==> config.mk <==
export PLATFORM = sky130hd
export DESIGN_NAME = single_wire_humidity_sensor_reader_top
export DESIGN_NICKNAME = d
export VERILOG_FILES = /design/src/rtl/swh_pkg.sv /design/src/rtl/single_wire_humidity_sensor_reader_top.sv /design/src/rtl/swh_cfg.sv /design/src/rtl/swh_core.sv
export SDC_FILE = /design/constraint.sdc
export NUM_CORES = 1
export LEC_CHECK = 0
export BUFFER_PORTS_ARGS = -buffer_cell sky130_fd_sc_hd__buf_2
export CORE_MARGIN = 1
export CORE_UTILIZATION = 45
export CTS_BUF_LIST = sky130_fd_sc_hd__clkbuf_8
export CTS_CLUSTER_SIZE = 28
export DETAILED_ROUTE_END_ITERATION = 8
export PLACE_DENSITY = 0.62
export SETUP_SLACK_MARGIN = 0.05
export SKIP_CTS_REPAIR_TIMING = 1
export SLEW_MARGIN = 25
export SYNTH_ARGS = -nofsm -noshare
export SYNTH_HDL_FRONTEND = slang
export SYNTH_SLANG_ARGS = --single-unit
==> constraint.sdc <==
create_clock -name clk_i -period 6.8 [get_ports clk_i]
set_clock_uncertainty 0.2 [all_clocks]
set_input_delay 1.36 -clock clk_i [delete_from_list [all_inputs] [get_ports clk_i]]
set_output_delay 1.36 -clock clk_i [all_outputs]
set_load 0.02 [all_outputs]
==> src/rtl/swh_pkg.sv <==
// ----------------------------------------------------------------------------
// swh_pkg
// Types and constants shared by the single-wire humidity sensor reader.
// ----------------------------------------------------------------------------
`default_nettype none

package swh_pkg;

  // Received word widths, fixed by the result fields, and the timer width
  localparam int unsigned DataW  = 32;
  localparam int unsigned CheckW = 8;
  localparam int unsigned TimerW = 20;
  localparam int unsigned ByteW  = 8;

  // Configuration port
  localparam int unsigned CfgIdxW  = 3;
  localparam int unsigned CfgDataW = 20;

  typedef enum logic [CfgIdxW-1:0] {
    CFG_START_LOW    = 3'd0,
    CFG_RELEASE_WAIT = 3'd1,
    CFG_SAMPLE_DELAY = 3'd2,
    CFG_TEMP_LIMIT   = 3'd3,
    CFG_MAX_ATTEMPTS = 3'd4,
    CFG_RETRY_GAP    = 3'd5
  } cfg_idx_e;

  // Register reset values
  localparam logic [15:0]       START_LOW_RST    = 16'd25000;
  localparam logic [7:0]        RELEASE_WAIT_RST = 8'd35;
  localparam logic [7:0]        SAMPLE_DELAY_RST = 8'd32;
  localparam logic [7:0]        TEMP_LIMIT_RST   = 8'd50;
  localparam logic [2:0]        MAX_ATTEMPTS_RST = 3'd5;
  localparam logic [TimerW-1:0] RETRY_GAP_RST    = 20'd500000;

  typedef struct packed {
    logic [15:0]       start_low_us;
    logic [7:0]        release_wait_us;
    logic [7:0]        sample_delay_us;
    logic [7:0]        temp_limit;
    logic [2:0]        max_attempts;
    logic [TimerW-1:0] retry_gap_us;
  } cfg_t;

  typedef enum logic [1:0] {
    ST_OK       = 2'd0,
    ST_NO_RESP  = 2'd1,
    ST_REJECTED = 2'd2
  } status_e;

  typedef enum logic [7:0] {
    PH_IDLE      = 8'b0000_0001,
    PH_START_LOW = 8'b0000_0010,
    PH_RELEASE   = 8'b0000_0100,
    PH_RESP_HIGH = 8'b0000_1000,
    PH_BIT_LOW   = 8'b0001_0000,
    PH_BIT_HIGH  = 8'b0010_0000,
    PH_BIT_DELAY = 8'b0100_0000,
    PH_GAP       = 8'b1000_0000
  } phase_e;

  typedef struct packed {
    logic             drive_low;
    logic             busy;
    logic             done;
    logic [1:0]       status;
    logic [ByteW-1:0] humidity_int;
    logic [ByteW-1:0] humidity_frac;
    logic [ByteW-1:0] temperature_int;
    logic [ByteW-1:0] temperature_frac;
    logic [ByteW-1:0] check_byte;
  } result_t;

endpackage

`default_nettype wire

==> src/rtl/single_wire_humidity_sensor_reader_top.sv <==
// ----------------------------------------------------------------------------
// single_wire_humidity_sensor_reader_top
// Single-wire humidity/temperature sensor reader, one item per microsecond.
// ----------------------------------------------------------------------------
//
//   channel | direction | handshake              | payload
//   --------+-----------+------------------------+----------------------------
//   in      | input     | in_valid_i/in_ready_o  | command_i, line_level_i
//   out     | output    | out_valid_o/out_ready_i| drive_low_o .. check_byte_o
//   cfg     | input     | cfg_valid_i/cfg_ready_o| cfg_index_i, cfg_data_i
//
// Each input item is one tick. It lands in an input register, the state
// machine in swh_core advances on it once the output register is free or
// being emptied, and the result is captured in the output register then:
// one item per cycle sustained while out does not stall, set by the single
// state update per tick. Reset clears the handshake flags, loads config
// defaults and idles the reader. When the output stalls, one more item waits
// in the input register; in_ready_o drops only while both registers are full
// and out is blocked. cfg_ready_o is always high; each write is registered.
// ----------------------------------------------------------------------------
`default_nettype none

module single_wire_humidity_sensor_reader_top #(
  parameter int unsigned DATA_BITS  = 32,
  parameter int unsigned CHECK_BITS = 8
) (
  input  wire logic                         clk_i,
  input  wire logic                         rst_ni,

  input  wire logic                         in_valid_i,
  output      logic                         in_ready_o,
  input  wire logic                         command_i,
  input  wire logic                         line_level_i,

  output      logic                         out_valid_o,
  input  wire logic                         out_ready_i,
  output      logic                         drive_low_o,
  output      logic                         busy_res_o,
  output      logic                         done_res_o,
  output      logic [1:0]                   status_o,
  output      logic [7:0]                   humidity_int_o,
  output      logic [7:0]                   humidity_frac_o,
  output      logic [7:0]                   temperature_int_o,
  output      logic [7:0]                   temperature_frac_o,
  output      logic [7:0]                   check_byte_o,

  input  wire logic                         cfg_valid_i,
  output      logic                         cfg_ready_o,
  input  wire logic [swh_pkg::CfgIdxW-1:0]  cfg_index_i,
  input  wire logic [swh_pkg::CfgDataW-1:0] cfg_data_i
);

  swh_pkg::cfg_t    cfg;
  swh_pkg::result_t step_res;
  swh_pkg::result_t res_q;

  logic in_full_q, in_full_d;
  logic out_full_q, out_full_d;
  logic cmd_q, line_q;
  logic advance;

  assign cfg_ready_o = 1'b1;

  swh_cfg u_cfg (
    .clk_i     (clk_i),
    .rst_ni    (rst_ni),
    .wr_en_i   (cfg_valid_i),
    .wr_idx_i  (cfg_index_i),
    .wr_data_i (cfg_data_i),
    .cfg_o     (cfg)
  );

  // the held tick moves on when the result slot is free or being emptied
  assign advance    = in_full_q && (!out_full_q || out_ready_i);
  assign in_ready_o = !in_full_q || advance;

  always_comb begin
    in_full_d = in_full_q;
    if (in_valid_i && in_ready_o) in_full_d = 1'b1;
    else if (advance)            in_full_d = 1'b0;

    out_full_d = out_full_q;
    if (advance)          out_full_d = 1'b1;
    else if (out_ready_i) out_full_d = 1'b0;
  end

  always_ff @(posedge clk_i or negedge rst_ni) begin
    if (!rst_ni) begin
      in_full_q  <= 1'b0;
      out_full_q <= 1'b0;
    end else begin
      in_full_q  <= in_full_d;
      out_full_q <= out_full_d;
    end
  end

  // payload registers, no reset
  always_ff @(posedge clk_i) begin
    if (in_valid_i && in_ready_o) begin
      cmd_q  <= command_i;
      line_q <= line_level_i;
    end
    if (advance) res_q <= step_res;
  end

  swh_core #(
    .DATA_BITS  (DATA_BITS),
    .CHECK_BITS (CHECK_BITS)
  ) u_core (
    .clk_i        (clk_i),
    .rst_ni       (rst_ni),
    .step_i       (advance),
    .command_i    (cmd_q),
    .line_level_i (line_q),
    .cfg_i        (cfg),
    .res_o        (step_res)
  );

  assign out_valid_o        = out_full_q;
  assign drive_low_o        = res_q.drive_low;
  assign busy_res_o         = res_q.busy;
  assign done_res_o         = res_q.done;
  assign status_o           = res_q.status;
  assign humidity_int_o     = res_q.humidity_int;
  assign humidity_frac_o    = res_q.humidity_frac;
  assign temperature_int_o  = res_q.temperature_int;
  assign temperature_frac_o = res_q.temperature_frac;
  assign check_byte_o       = res_q.check_byte;

endmodule

`default_nettype wire

==> src/rtl/swh_cfg.sv <==
// ----------------------------------------------------------------------------
// swh_cfg
// Configuration register file, written through its own valid/ready channel.
// ----------------------------------------------------------------------------
`default_nettype none

module swh_cfg (
  input  wire logic                          clk_i,
  input  wire logic                          rst_ni,
  input  wire logic                          wr_en_i,
  input  wire logic [swh_pkg::CfgIdxW-1:0]   wr_idx_i,
  input  wire logic [swh_pkg::CfgDataW-1:0]  wr_data_i,
  output swh_pkg::cfg_t                      cfg_o
);

  swh_pkg::cfg_t cfg_q, cfg_d;

  always_comb begin
    cfg_d = cfg_q;
    if (wr_en_i) begin
      case (wr_idx_i)
        swh_pkg::CFG_START_LOW:    cfg_d.start_low_us    = wr_data_i[15:0];
        swh_pkg::CFG_RELEASE_WAIT: cfg_d.release_wait_us = wr_data_i[7:0];
        swh_pkg::CFG_SAMPLE_DELAY: cfg_d.sample_delay_us = wr_data_i[7:0];
        swh_pkg::CFG_TEMP_LIMIT:   cfg_d.temp_limit      = wr_data_i[7:0];
        swh_pkg::CFG_MAX_ATTEMPTS: cfg_d.max_attempts    = wr_data_i[2:0];
        swh_pkg::CFG_RETRY_GAP:    cfg_d.retry_gap_us    = wr_data_i[swh_pkg::TimerW-1:0];
        default: ;  // unused index, dropped
      endcase
    end
  end

  always_ff @(posedge clk_i or negedge rst_ni) begin
    if (!rst_ni) begin
      cfg_q.start_low_us    <= swh_pkg::START_LOW_RST;
      cfg_q.release_wait_us <= swh_pkg::RELEASE_WAIT_RST;
      cfg_q.sample_delay_us <= swh_pkg::SAMPLE_DELAY_RST;
      cfg_q.temp_limit      <= swh_pkg::TEMP_LIMIT_RST;
      cfg_q.max_attempts    <= swh_pkg::MAX_ATTEMPTS_RST;
      cfg_q.retry_gap_us    <= swh_pkg::RETRY_GAP_RST;
    end else begin
      cfg_q <= cfg_d;
    end
  end

  assign cfg_o = cfg_q;

endmodule

`default_nettype wire

==> src/rtl/swh_core.sv <==
// ----------------------------------------------------------------------------
// swh_core
// Reader state machine: one tick per step, result formed combinationally.
// ----------------------------------------------------------------------------
`default_nettype none

module swh_core #(
  parameter int unsigned DATA_BITS  = 32,
  parameter int unsigned CHECK_BITS = 8
) (
  input  wire logic           clk_i,
  input  wire logic           rst_ni,
  input  wire logic           step_i,
  input  wire logic           command_i,
  input  wire logic           line_level_i,
  input  swh_pkg::cfg_t       cfg_i,
  output swh_pkg::result_t    res_o
);

  localparam int unsigned TotalBits = DATA_BITS + CHECK_BITS;
  localparam int unsigned CntW      = $clog2(TotalBits + 1);
  localparam int unsigned TW        = swh_pkg::TimerW;

  swh_pkg::phase_e                phase_q, phase_d;
  logic [TW-1:0]                  timer_q, timer_d;
  logic [CntW-1:0]                bit_cnt_q, bit_cnt_d;
  logic [swh_pkg::DataW-1:0]      data_q, data_d;
  logic [swh_pkg::CheckW-1:0]     check_q, check_d;
  logic [2:0]                     attempts_q, attempts_d;
  logic                           done;
  swh_pkg::status_e               status;
  logic                           timer_zero;

  assign timer_zero = (timer_q == '0);

  always_comb begin
    phase_d    = phase_q;
    timer_d    = timer_zero ? timer_q : timer_q - TW'(1);
    bit_cnt_d  = bit_cnt_q;
    data_d     = data_q;
    check_d    = check_q;
    attempts_d = attempts_q;
    done       = 1'b0;
    status     = swh_pkg::ST_OK;

    case (phase_q)
      swh_pkg::PH_START_LOW: begin
        if (timer_zero) begin
          phase_d = swh_pkg::PH_RELEASE;
          timer_d = TW'(cfg_i.release_wait_us);
        end
      end
      swh_pkg::PH_RELEASE: begin
        if (timer_zero) begin
          if (!line_level_i) begin
            phase_d = swh_pkg::PH_RESP_HIGH;
          end else begin
            done   = 1'b1;
            status = swh_pkg::ST_NO_RESP;
          end
        end
      end
      swh_pkg::PH_RESP_HIGH: begin
        if (line_level_i) phase_d = swh_pkg::PH_BIT_LOW;
      end
      swh_pkg::PH_BIT_LOW: begin
        if (!line_level_i) phase_d = swh_pkg::PH_BIT_HIGH;
      end
      swh_pkg::PH_BIT_HIGH: begin
        if (line_level_i) begin
          phase_d = swh_pkg::PH_BIT_DELAY;
          timer_d = TW'(cfg_i.sample_delay_us);
        end
      end
      swh_pkg::PH_BIT_DELAY: begin
        if (timer_zero) begin
          if (bit_cnt_q < CntW'(DATA_BITS)) begin
            data_d = {data_q[swh_pkg::DataW-2:0], line_level_i};
          end else begin
            check_d = {check_q[swh_pkg::CheckW-2:0], line_level_i};
          end
          bit_cnt_d = bit_cnt_q + CntW'(1);
          if (bit_cnt_d >= CntW'(TotalBits)) begin
            // temperature integer byte decides accept or retry
            if (data_d[15:8] > cfg_i.temp_limit) begin
              attempts_d = attempts_q - 3'd1;
              phase_d    = swh_pkg::PH_GAP;
              timer_d    = cfg_i.retry_gap_us;
            end else begin
              done   = 1'b1;
              status = swh_pkg::ST_OK;
            end
          end else begin
            phase_d = swh_pkg::PH_BIT_LOW;
          end
        end
      end
      swh_pkg::PH_GAP: begin
        if (timer_zero) begin
          if (attempts_q == 3'd0) begin
            done   = 1'b1;
            status = swh_pkg::ST_REJECTED;
          end else begin
            data_d    = '0;
            check_d   = '0;
            bit_cnt_d = '0;
            phase_d   = swh_pkg::PH_START_LOW;
            timer_d   = TW'(cfg_i.start_low_us);
          end
        end
      end
      default: begin
        // idle, and any stray code recovers as idle
        phase_d = swh_pkg::PH_IDLE;
        if (command_i) begin
          attempts_d = cfg_i.max_attempts;
          if (cfg_i.max_attempts == 3'd0) begin
            data_d  = '0;
            check_d = '0;
            done    = 1'b1;
            status  = swh_pkg::ST_REJECTED;
          end else begin
            data_d    = '0;
            check_d   = '0;
            bit_cnt_d = '0;
            phase_d   = swh_pkg::PH_START_LOW;
            timer_d   = TW'(cfg_i.start_low_us);
          end
        end
      end
    endcase

    if (done) phase_d = swh_pkg::PH_IDLE;
  end

  always_ff @(posedge clk_i or negedge rst_ni) begin
    if (!rst_ni) begin
      phase_q    <= swh_pkg::PH_IDLE;
      timer_q    <= '0;
      bit_cnt_q  <= '0;
      data_q     <= '0;
      check_q    <= '0;
      attempts_q <= '0;
    end else if (step_i) begin
      phase_q    <= phase_d;
      timer_q    <= timer_d;
      bit_cnt_q  <= bit_cnt_d;
      data_q     <= data_d;
      check_q    <= check_d;
      attempts_q <= attempts_d;
    end
  end

  always_comb begin
    res_o.drive_low        = (phase_d == swh_pkg::PH_START_LOW);
    res_o.busy             = (phase_d != swh_pkg::PH_IDLE);
    res_o.done             = done;
    res_o.status           = done ? status : swh_pkg::ST_OK;
    res_o.humidity_int     = done ? data_d[31:24] : '0;
    res_o.humidity_frac    = done ? data_d[23:16] : '0;
    res_o.temperature_int  = done ? data_d[15:8]  : '0;
    res_o.temperature_frac = done ? data_d[7:0]   : '0;
    res_o.check_byte       = done ? check_d       : '0;
  end

  // finishing tick always returns to idle
  a_done_idle: assert property (@(posedge clk_i) disable iff (!rst_ni)
    res_o.done |-> !res_o.busy)
    else $error("done with busy still set");

  // line is only pulled low inside a reading
  a_drive_busy: assert property (@(posedge clk_i) disable iff (!rst_ni)
    res_o.drive_low |-> res_o.busy)
    else $error("drive_low outside a reading");

  // bit counter never runs past the frame
  a_bit_cnt: assert property (@(posedge clk_i) disable iff (!rst_ni)
    bit_cnt_q <= CntW'(TotalBits))
    else $error("bit counter past frame length");

  // a step in the gap with time left keeps waiting
  a_gap_wait: assert property (@(posedge clk_i) disable iff (!rst_ni)
    (step_i && phase_q == swh_pkg::PH_GAP && !timer_zero)
      |=> (phase_q == swh_pkg::PH_GAP && timer_q == $past(timer_q) - TW'(1)))
    else $error("gap wait left early");

endmodule

`default_nettype wire
### Word level (Yosys, flattened, before mapping)

Index checks and enable logic that the tools add are counted.

* input bits: 30
* output and inout port bits: 48
* logic and storage cells: 152
* bits in registers: 189

* muxes and demuxes: 72
* add/sub/neg operators: 3
* reduce and logical (&&, ||, !) cells: 27
* bitwise operators: 2
* magnitude comparators: 3
* equality and inequality tests: 20

Operators with widths (number)
* 32-bit 2-to-1 mux: 7
* 20-bit 2-to-1 mux: 10
* 8-bit 2-to-1 mux: 18
* 20-bit one-hot mux with 5 select lines: 1
* 32-bit one-hot mux with 3 select lines: 1
* 8-bit one-hot mux with 7 select lines: 1
* 6-bit 2-to-1 mux: 5
* 8-bit one-hot mux with 3 select lines: 1
* 20-bit logical NOT: 1
* 20-bit by 1-bit subtractor with 20-bit output, second input constant: 1
* 6-bit one-hot mux with 3 select lines: 1
* 8-bit by 2-bit == test with 1-bit output, second input constant: 2
* 1-bit 2-to-1 mux: 14
* 2-bit 2-to-1 mux: 6
* 3-bit 2-to-1 mux: 4
* 2-bit AND reduction: 6
* 5-bit OR reduction: 2
* 3-bit logical NOT: 3
* 8-bit by 3-bit == test with 1-bit output, second input constant: 1
* 8-bit by 4-bit == test with 1-bit output, second input constant: 1
* 8-bit by 5-bit == test with 1-bit output, second input constant: 1
* 8-bit by 6-bit == test with 1-bit output, second input constant: 1
* 8-bit by 7-bit == test with 1-bit output, second input constant: 1
* 8-bit == test, second input constant: 1
* 26 further kinds: 37

### Logic depth before layout (Yosys ltp)

Gate-level depths: netlist (run 1).

* word-level depth: 11
* gate-level depth with buffers: 11
* depth with buffers taken out: 10

### Modules after synthesis

A second synthesis (run 1) with hierarchy kept.

* cell total of the unflattened synthesis: 928
* area total of the unflattened synthesis: 9909.5 um^2

By module, submodules not included
* swh_core: instances 1, sequential area each 1928.1 um^2, area each 5964.5 um^2, cells an instance 734
* swh_cfg: instances 1, sequential area each 1604.0 um^2, area each 2418.6 um^2, cells an instance 137
* single_wire_humidity_sensor_reader_top: instances 1, sequential area each 1461.4 um^2, area each 1526.5 um^2, cells an instance 57

### Worst setup path after synthesis (run 1)

OpenSTA, ideal clock, no wires.

* path kind: in2reg
* from: input out_ready_i
* to: register u_core.timer_q[0]
* data arrival time: 3775 ps
* required time: 6511 ps
* path slack: 2737 ps
* setup time: 89 ps
* path buffers: 2
* stages: 7
* cell sequence: nand2b_1 > nand2_1 > inv_1 > clkbuf_1 > clkbuf_1 > o31ai_1 > a22oi_1

* word-level cells in the longest chain between the ends: 2

RTL lines
* from (decl): line single_wire_humidity_sensor_reader_top.sv:36 `input wire logic out_ready_i,`
* 1-bit logical OR: line single_wire_humidity_sensor_reader_top.sv:74 `assign advance = in_full_q && (!out_full_q || out_ready_i);`
* 1-bit logical AND: line single_wire_humidity_sensor_reader_top.sv:74
* named net advance: line single_wire_humidity_sensor_reader_top.sv:60 `logic advance;`
* to (signal assigned): line swh_core.sv:146 `timer_q <= timer_d;`
* to (decl): line swh_core.sv:25 `logic [TW-1:0] timer_q, timer_d;`

The timed path passes the listed nets, and every way through them passes these cells.
A chain may end at the register's enable or synchronous reset.

### Worst setup path after layout (run 1)

* from: register u_core.timer_q[8]
* to: register u_core.data_q[4] (netlist name)

* word-level cells in the longest chain between the ends: 3

RTL lines
* 20-bit logical NOT *: line swh_core.sv:34 `assign timer_zero = (timer_q == '0);`
* 32-bit 2-to-1 mux, on equally long branches: line swh_core.sv:99, swh_core.sv:76
* 32-bit one-hot mux with 3 select lines *: line swh_core.sv:46 `case (phase_q)`
* to (signal assigned): line swh_core.sv:148 `data_q <= data_d;`
* to (decl): line swh_core.sv:27 `logic [swh_pkg::DataW-1:0] data_q, data_d;`

Every way passes the cells marked *; elsewhere a longest branch is shown, timed or not.

==> results of run 1 <==
-- worst max-delay path: cells and delay by family (launching register included) --
kind / cells / cell delay [ps]
AOI/OAI and AO/OA: 2 / 690
DFF: 1 / 470
and+or+nand+nor: 5 / 2700
-- placed cells by master, fill, tap and decap left out, types with 10 or more instances in the layout --
| cell type | Yosys | layout |
|---|---|---|
| dfrtp_1 | 119 | 119 |
| nor2_1 | 79 | 79 |
| buf_2 | 4 | 75 |
| mux2_2 | 71 | 71 |
| nand2_1 | 48 | 48 |
| a22oi_1 | 47 | 47 |
| edfxtp_1 | 47 | 47 |
| a22o_1 | 41 | 41 |
| a21oi_1 | 32 | 32 |
| o21ai_0 | 27 | 27 |
| inv_1 | 25 | 24 |
| nand3_1 | 23 | 23 |
| dfstp_2 | 23 | 23 |
| nor3_1 | 21 | 19 |
| clkbuf_8 | 0 | 17 |
| ha_1 | 14 | 14 |
| o21ai_1 | 13 | 13 |
| buf_4 | 2 | 12 |
| nand4_1 | 11 | 11 |
| and3_1 | 11 | 11 |
| o31ai_1 | 11 | 11 |
| nand2b_1 | 10 | 10 |
-- cells in the mapped netlist (all sizes together), types with 4 or more instances --
| master | n |
|---|---|
| nand3 | 23 |
| or3 | 7 |
| mux2 | 71 |
| and2 | 4 |
| a221oi | 8 |
| nand4 | 11 |
| o21ai | 40 |
| nor4b | 4 |
| edfxtp | 47 |
| xnor2 | 7 |
| a221o | 8 |
| buf | 9 |
| nand2b | 10 |
| o211ai | 4 |
| dfstp | 23 |
| nor2b | 5 |
| nor4 | 10 |
| ha | 14 |
| a22o | 41 |
| or4 | 4 |
| a211oi | 6 |
| nor3b | 6 |
| nor2 | 79 |
| a31oi | 5 |
| o31ai | 12 |
| nand2 | 48 |
| nand3b | 4 |
| a21oi | 32 |
| o21a | 4 |
| and3 | 11 |
| inv | 25 |
| clkbuf | 36 |
| dfrtp | 119 |
| or2 | 5 |
| a22oi | 47 |
| nor3 | 23 |
-- per-layer routing --
metal  up-vias  global-route usage  share of wire
li1       3332                   -              -
met5         -                   0              0
met4         0             0.05365          0.014
met3        25             0.03696          0.050
met2       177              0.3064           0.44
met1      3455              0.3227           0.50
-- sequential cells by signal, summed over array words and instances, names as in the netlist, 2 cells and up --
register	count
check_byte_o	8
humidity_frac_o	8
humidity_int_o	8
status_o	2
temperature_frac_o	8
temperature_int_o	8
u_cfg.cfg_o	63
u_core.attempts_q	3
u_core.bit_cnt_q	6
u_core.check_q	8
u_core.data_q	32
u_core.phase_q	8
u_core.timer_q	20
-- area by class of cell --
type,count,share of cell area
timing repair buffer,88,0.04550
clock inverter,15,0.01791
clock buffer,17,0.02233
multi-input combinational,589,0.3965
tap,270,0.03224
inverter,25,0.008956
sequential,189,0.4766
-- cells by family after synthesis --
kind of cell    after synthesis
buf+inv                      70
mux                          72
xor+xnor                     10
other cells                   1
simple gates                262
fa+ha+maj                    14
flops                       189
compound gates              230
-- report_power, final --
part,internal [mW],total [mW],switching [mW]
Sequential,1.35,1.48,0.136
Clock,0.288,0.765,0.477
Combinational,0.253,0.626,0.373
-- worst max-delay path by stage --
stage / start / end / slack (ps) / cells past startpoint
after CTS: u_core.timer_q[8] / u_core.data_q[4] / 2590 / 7
after floorplan: out_ready_i / u_core.timer_q[0] / 2740 / 7
after detailed placement: u_core.timer_q[13] / u_core.data_q[4] / 2640 / 7
after global routing: u_core.timer_q[8] / u_core.data_q[23] / 2380 / 7
after global placement: u_core.timer_q[8] / u_core.data_q[2] / 2680 / 7
final: u_core.timer_q[8] / u_core.data_q[4] / 2620 / 7
==> metrics, run 1 <==
outcome completed; Area Growth Syn to Fin 11.13%; Post-DRT Antenna Nets 0; launching point of the worst reg2reg path u_core.timer_q[8]; total negative slack 0 ps; Num CTS Buffers 17; Async S/R FF share, synth 0.7513; Mapped Cells 848; FF/Latch Area 4994 um^2; final wirelength 21580 um; Initial DRT Pass Iterations 5; I/O Buffers 76; WHS Endpoint out_valid_o; pre-CTS WS 2638 ps; largest family of logic cells by synthesized area compound AO/OA/AOI/OAI gates; R2R Path End u_core.data_q[4]; TritonCTS clock tree built; dpl cells around 1.2k; Worst path slowest cell or2_1; hpwl dp 14750 um; setup slack after layout 2618 ps; Clk pin slew, worst setup/hold paths ~120 ps; syn_nets 892; Max-slew headroom 0.3045; initial antenna violation count 0; clock sinks 189; Finished Layout Cells 1193; required time of the worst setup path 6960 ps; Tcrit/Tclk final 0.6150; Tot Pwr 2.875 mW; worst slew pin tran 1035 ps; largest fanout on the critical path 25; Synth cell types 75; Leak 4.266 nW; global-route wire length before repair about 36000 um; Antenna Diode Count 0; Iter 0 DRT Violations 570; CTS H-tree depth 4; pwr/cell area 274.4 nW/um^2; Clock Path Buffers 2; post-synth top area cell dfrtp_1; cells on worst reg2reg path 7; Arrival @ worst endpoint approximately 4400 ps; Yosys top cell area share 0.3159; synthesized flop and latch total approximately 190; detailed-route vias per instance approximately 5.9; dpl cell area 10060 um^2; worst min-delay path category reg -> reg; Root Buffer clkbuf_8; share of layout cells above drive strength 1 0.2557; Die Y 146.7 um; Tmin final between 4000 and 5000 ps; top post-synthesis cells by area dfrtp_1, edfxtp_1, mux2_2; crit-path cells or4_4 -> nor3b_2 -> nand4_1 -> a2bb2oi_2 -> nand3_1 -> or2_1 -> a22o_1; mux share of post-synthesis cell area 0.08587; Peak VDD IR 0.0001466 V; Crit path largest cell delay 810 ps; worst hold margin between 200 and 300 ps; RSZ-0062 raised after global routing false; multi-input logic area 4154 um^2; Chip Width 146.7 um; Worst Setup End Kind flop; Synth Flop Type dfrtp_1; DRC violations left 0; Post-Synth Simple-Gate Area 0.1464; grt ovf 0; largest net degree at the start of global routing 93; Placer Congestion 0.8703; Post-synth EDFFs 47; Post-Synth Adder-Cell Area 0.01858; Final Hold Fails 0; Hold Startpoint in_full_q; # fillers 1839; Core Region 20360 um^2; Skew-Pair Late Insertion Delay between 400 and 500 ps; CP startpoint kind flop; Final Net Count 954; Hold Path Depth 1; Finish-stage setup viols 0; WS Path Type reg -> reg; Max Slew Vio Count 0; io pins 78; Row Count 52; Synth Area in Compound Gates 0.1790; Ys Warns 0; Initial Utilization 0.4630; max-cap check violation count 0; post-synthesis sequential area ratio 0.5297; Avg Inst Size Synth ~11 um^2; vias in the first global route 6592; drt wl/cell 18.09 um; fmax about 240 MHz; design area 10480 um^2; die area between 20000 and 25000 um^2; flop2flop setup slack 2620 ps; final core occ 0.5145; via count 6989; Mapped Area around 9400 um^2; Synth Area in XOR/XNOR 0.009290; GRT Total Usage 0.2106
(Power assumes the default switching activity.)
==> run 2, diff against run 1 <==
- ABC_AREA: unset -> 1
- PLACE_DENSITY: 0.62 -> 0.64
- clock period: 6.8 -> 3.7 ns (I/O delays scaled with it)
==> metrics, run 2 <==
GRT Total Usage 0.2268 (+0.01619); Tcrit/Tclk final 0.8463 (+0.2313); share of layout cells above drive strength 1 0.1295 (-0.1262); setup slack after layout 568.7 ps (-2049 ps); CP startpoint kind flop; most frequent cell after synthesis nand2_1; die area 24340 um^2 (+13%); Die Y 156.0 um (+6.3%); Initial DRT Pass Iterations 6 (+1); DRC violations left 0 (unchanged); Mapped Area 10670 um^2 (+13%); Largest register FFs 63 (unchanged); Ys Warns 0 (unchanged); required time of the worst setup path 3870 ps (-3090 ps); total negative slack 0 ps (unchanged); RSZ-0062 raised after global routing false; Synth Flop Type dfrtp_1; Finish-stage setup viols 0 (unchanged); via count 9385 (+34%); most used routing layer met2; GR Util met2 0.3776 (+0.07115); fmax 319.4 MHz (+34%); Worst Setup End Kind flop; Max Slew Vio Count 0 (unchanged); Tmin final 3131 ps (-1051 ps); R2R Path End u_core.timer_q[3]; Area Growth Syn to Fin 10.00%; Iter 0 DRT Violations 642 (+13%); Max-slew headroom 0.3207 (+0.01613); Skew-Pair Late Insertion Delay 490 ps (about the same); max-cap check violation count 0 (unchanged); global-route wire length before repair 43670 um (+22%); drt wl/cell 14.24 um (-21%); Final Hold Fails 0 (unchanged); Core Region 22920 um^2 (+13%); worst slew pin tran 1018 ps (-16.67 ps); Tot Pwr 5.862 mW (+100%); cells on worst reg2reg path 13 (+6); initial antenna violation count 0 (unchanged); worst min-delay path category in -> async; syn_nets 1506 (+69%); Clk pin slew, worst setup/hold paths 120 ps (about the same); detailed-route vias per instance 5.095 (-13%); grt ovf 0 (unchanged); mux share of post-synthesis cell area 0.001055 (-0.08481); clock sinks 189 (unchanged); Antenna Diode Count 0 (unchanged); top post-synthesis cells by area dfrtp_1, nand2_1, edfxtp_1; io pins 78 (unchanged); # fillers 2283 (+24%); Post-Synth Adder-Cell Area 0.01641 (-0.002167); post-synth top area cell dfrtp_1; Final Net Count 1560 (+64%); WS Path Type reg -> reg; Arrival @ worst endpoint 3300 ps (-1050 ps); synthesized flop and latch total 189 (unchanged); pre-CTS WS 636.4 ps (-2002 ps); met3 Track Usage GR 0.03361 (-0.003345); largest family of logic cells by synthesized area simple AND/OR/NAND/NOR gates; Root Buffer clkbuf_8; largest fanout on the critical path 19 (-24%); Initial Utilization 0.4657 (+0.002787); Leak 5.984 nW (+40%); Post-DRT Antenna Nets 0 (unchanged); Synth Area in Compound Gates 0.09648 (-0.08255); outcome completed; final wirelength 26230 um (+22%); TritonCTS clock tree built; Yosys top cell area share 0.2790 (-0.03684); Clock Path Buffers 2 (unchanged); pwr/cell area 499.3 nW/um^2 (+82%); most frequent cells in the layout nand2_1, inv_1, nand3_1; Synth cell types 41 (-45%); met1 usage 0.3084 (-0.01433); Avg Inst Size Synth 7.300 um^2 (-34%); Post-synth EDFFs 47 (unchanged); Placer Congestion 0.8771 (+0.78%); Peak VDD IR 0.0002169 V (+48%); Num CTS Buffers 17 (unchanged); flop2flop setup slack 570 ps (-2050 ps); Row Count 55 (+5.8%); I/O Buffers 76 (unchanged); Async S/R FF share, synth 0.7513 (unchanged); Synth Area in XOR/XNOR 0.004924 (-0.004366); Mapped Cells 1462 (+72%); Chip Width 156.0 um (+6.3%); CTS H-tree depth 4 (unchanged); post-synthesis sequential area ratio 0.4679 (-0.06178); Post-Synth Simple-Gate Area 0.3197 (+0.1733); most common cell after layout, fill and taps aside nand2_1; hpwl dp 18120 um (+23%); synth cell count leaders nand2_1, inv_1, nand3_1; launching point of the worst reg2reg path u_core.bit_cnt_q[5]; vias in the first global route 8674 (+32%); largest net degree at the start of global routing 75 (-19%)
==> run 2: cell types whose count changed after synthesis, sizes merged, moves of 17 or more <==
cell,previous run,this run
nand3,23,161
nor2,79,130
mux2,71,1
nor3,23,2
o21ai,40,158
a22o,41,0
a22oi,47,1
inv,25,182
buf,9,26
nand2,48,488
==> run 2: final cells by class <==
type / count / area, um^2 / area share
well taps: 313 / 391.6 / 0.03336
flip-flops and latches: 189 / 4994 / 0.4253
clock buffers: 17 / 234.0 / 0.01993
clock inverters: 15 / 188.9 / 0.01609
multi-input cells: 1028 / 4692 / 0.3997
inverters: 185 / 698.2 / 0.05947
repair buffers: 95 / 541.8 / 0.04615
==> run 2: kinds of logic after synthesis <==
kind of cell,Yosys count
simple gates,804
flops,189
mux,1
other cells,1
fa+ha+maj,14
buf+inv,245
xor+xnor,6
compound gates,202
==> run 2: metal layers <==
metal  up-vias  routed length, um
met5         -                  0
li1       4761                  -
met3        31               1065
met1      4359              12330
met4         0                410
met2       234              12430
==> run 2: worst max-delay path, stage by stage, from the launching register on <==
cell and delay [ps]:
dfrtp_1 720, inv_1 140, o21ai_0 260, ha_1 270
nand2_1 60, nor2_1 50, nand4_1 100, inv_1 50
a21oi_1 200, nand3_2 320, nand2_1 260, nand2_1 190
nand2_1 110, a21oi_1 70
==> run 2: where the power goes <==
part / switching [mW] / internal [mW]
Sequential: 0.232 / 2.50
Clock: 0.914 / 0.530
Combinational: 1.16 / 0.534
==> run 2: how the worst max path moves through the flow <==
| stage | start | endpoint | slack (ps) | depth (start not counted) |
|---|---|---|---|---|
| 3_3_place_gp | u_core.bit_cnt_q[5] | u_core.timer_q[14] | 720 | 13 |
| 6_report | u_core.bit_cnt_q[5] | u_core.timer_q[3] | 570 | 13 |
| 4_1_cts | u_core.bit_cnt_q[5] | u_core.timer_q[3] | 580 | 13 |
| 2_1_floorplan | out_ready_i | busy_res_o | 330 | 6 |
| 5_1_grt | u_core.bit_cnt_q[5] | temperature_int_o[0] | 210 | 14 |
| 3_5_place_dp | u_core.bit_cnt_q[5] | u_core.timer_q[14] | 640 | 13 |
==> run 2: per-stage QoR <==
| stage | instances | instance area, um^2 | util | hold slack (ps) |
|---|---|---|---|---|
| 3_3_place_gp | 1810 | 11310 | 0.4937 | 267.2 |
| 3_5_place_dp | 1810 | 11310 | 0.4937 | 268.4 |
| 4_1_cts | 1842 | 11740 | 0.5122 | 89.73 |
| 2_1_floorplan | 1462 | 10670 | - | 241.9 |
| 6_report | 1842 | 11740 | 0.5123 | 59.98 |
| 5_1_grt | 1842 | 11740 | 0.5123 | 105.8 |
==> run 3, diff against run 2 <==
- ABC_AREA: 1 -> 0
- clock period: 3.7 -> 2.8 ns (I/O delays scaled with it)
==> metrics, run 3 (synthesis gave the netlist of run 1 again) <==
Clock Path Buffers 2 (unchanged); detailed-route vias per instance 5.780 (+13%); required time of the worst setup path 2960 ps (-910 ps); failing checks setup timing; DRC violations left 0 (unchanged); Num CTS Buffers 17 (unchanged); Worst path slowest cell dfrtp_2; largest net degree at the start of global routing 58 (-23%); Tcrit/Tclk final 1.091 (+0.2449); io pins 78 (unchanged); Worst Setup End Kind flop; GRT Total Usage 0.2200 (-0.006774); Tmin final 3055 ps (-76.08 ps); clock sinks 189 (unchanged); Comb pwr share 0.299 (+0.011); Chip Width 146.7 um (-5.9%); Largest register FFs 63 (unchanged); Finish-stage setup viols 112 (+112); P_int 5.054 mW (+42%); switch share 0.3442 (-0.04829); most common cell after layout, fill and taps aside dfrtp_1; worst min-delay path category in -> reg; grt ovf 0 (unchanged); share of layout cells above drive strength 1 0.4127 (+0.2832); final core occ 0.5993 (+0.08698); via count 7583 (-19%); CP startpoint kind flop; I/O Buffers 76 (unchanged); pwr/cell area 631.6 nW/um^2 (+26%); max-cap check violation count 0 (unchanged); Skew-Pair Late Insertion Delay 480 ps (about the same); Crit path max-delay family compound AO/OA/AOI/OAI gates; Clk pin slew, worst setup/hold paths 120 ps (about the same); crit-path cells mux2_4 -> ha_4 -> and3_4 -> a221o_1 -> a22o_4 -> and3_4 -> a221o_1 -> o21ai_2 -> a21oi_1; Arrival @ worst endpoint 3210 ps (-90 ps); initial antenna violation count 0 (unchanged); worst slew pin tran 679.1 ps (-338.8 ps); RSZ-0062 raised after global routing true; drt wl/cell 18.69 um (+31%); die area 21530 um^2 (-12%); Switching Power 2.653 mW (+15%); Leak 5.074 nW (-15%); fmax 327.3 MHz (+2.5%); design area 12200 um^2 (+4.0%); Max Slew Vio Count 0 (unchanged); Initial DRT Pass Iterations 7 (+1); hpwl dp 16640 um (-8.2%); WS Path Type reg -> reg; Initial Utilization 0.4630 (-0.002787); Antenna Diode Count 0 (unchanged); CP bufs+invs 0 (-2); Max-slew headroom 0.5459 (+0.2252); largest fanout on the critical path 6 (-13); Crit path largest cell delay 510 ps (-210 ps); Final Hold Fails 0 (unchanged); Final Net Count 1073 (-31%); TritonCTS clock tree built; Row Count 52 (-5.5%); Post-DRT Antenna Nets 0 (unchanged); Core Region 20360 um^2 (-11%); Area Growth Syn to Fin 29.45%; most frequent cells in the layout dfrtp_1, buf_4, buf_2; Sequential Power Share 0.459 (-0.007); Clock Power Share 0.242 (-0.004); Die Y 146.7 um (-5.9%); Root Buffer clkbuf_8; Peak VDD IR 0.0004243 V (+96%); vias in the first global route 7215 (-17%); Iter 0 DRT Violations 529 (-18%); outcome complete, but fails checks; setup slack after layout -255.2 ps (-823.9 ps); CTS H-tree depth 4 (unchanged); Placer Congestion 0.8813 (+0.48%); dpl cell area 11070 um^2 (-2.1%); final wirelength 24520 um (-6.5%); global-route wire length before repair 37750 um (-14%)
## run 3: cell types whose count changed in the layout (fill, tap and decap cells not counted), sizes merged, moves of 12 or more
cell   change
nand2    -440
a22oi     +46
nor3      +21
mux2      +70
o21ai    -118
nor2      -51
nand3    -138
a22o      +41
buf      +104
inv      -159
and3      +12
## run 3: power by group through the flow
stage | Sequential (mW) | Clock [mW] | Combinational (mW)
floorplan | 3.61 | 0 | 1.19
global placement | 3.57 | 0 | 1.99
detailed placement | 3.58 | 0 | 2.02
CTS | 3.53 | 1.91 | 2.03
global route | 3.59 | 2.01 | 2.50
finish | 3.54 | 1.86 | 2.31
## run 3: final timing paths
| check | startpoint | to | slack, ps | depth (start not counted) |
|---|---|---|---|---|
| max in group asynchronous | rst_ni | u_cfg.cfg_o[60] | 1340 | 3 |
| setup / recovery | u_core.bit_cnt_q[5] | u_core.timer_q[14] | -260 | 9 |
| hold reg to reg | in_full_q | out_valid_o | 300 | 1 |
| setup reg to reg | u_core.bit_cnt_q[5] | u_core.timer_q[14] | -260 | 9 |
| hold / removal | in_valid_i | in_full_q | 70 | 2 |
| min in group asynchronous | rst_ni | u_core.data_q[6] | 350 | 2 |
## run 3: metrics by stage
step / hold WS (ps) / total power [mW] / setup TNS (ps) / std cells / setup WS, ps
final: 72.28 / 7.708 / -18630 / 1312 / -255.2
after global routing: 59.34 / 8.098 / -26860 / 1312 / -327.5
after CTS: -224.6 / 7.465 / -28840 / 1290 / -436.8
after detailed placement: 287.2 / 5.608 / -26860 / 1258 / -394.9
after global placement: 278.8 / 5.564 / -19630 / 1258 / -325.4
after floorplan: 64.41 / 4.801 / -12370 / 848 / -229.8
## run 3: final cells by class
cell class / count / area [um^2]
fill: 1656 / 8160
sequential: 189 / 4995
multi-input combinational: 590 / 4684
timing repair buffer: 206 / 1672
tap: 270 / 337.8
clock buffer: 17 / 234.0
clock inverter: 15 / 187.7
inverter: 25 / 93.84
## run 3: routing by layer
metal	part of all wire	routed length [um]	GRT usage	vias to the layer above
met4	0.019	473	0.06302	0
met3	0.042	1018	0.03416	34
met2	0.47	11560	0.3431	223
li1	-	-	-	3588
met5	0	0	0	-
met1	0.47	11470	0.3176	3738
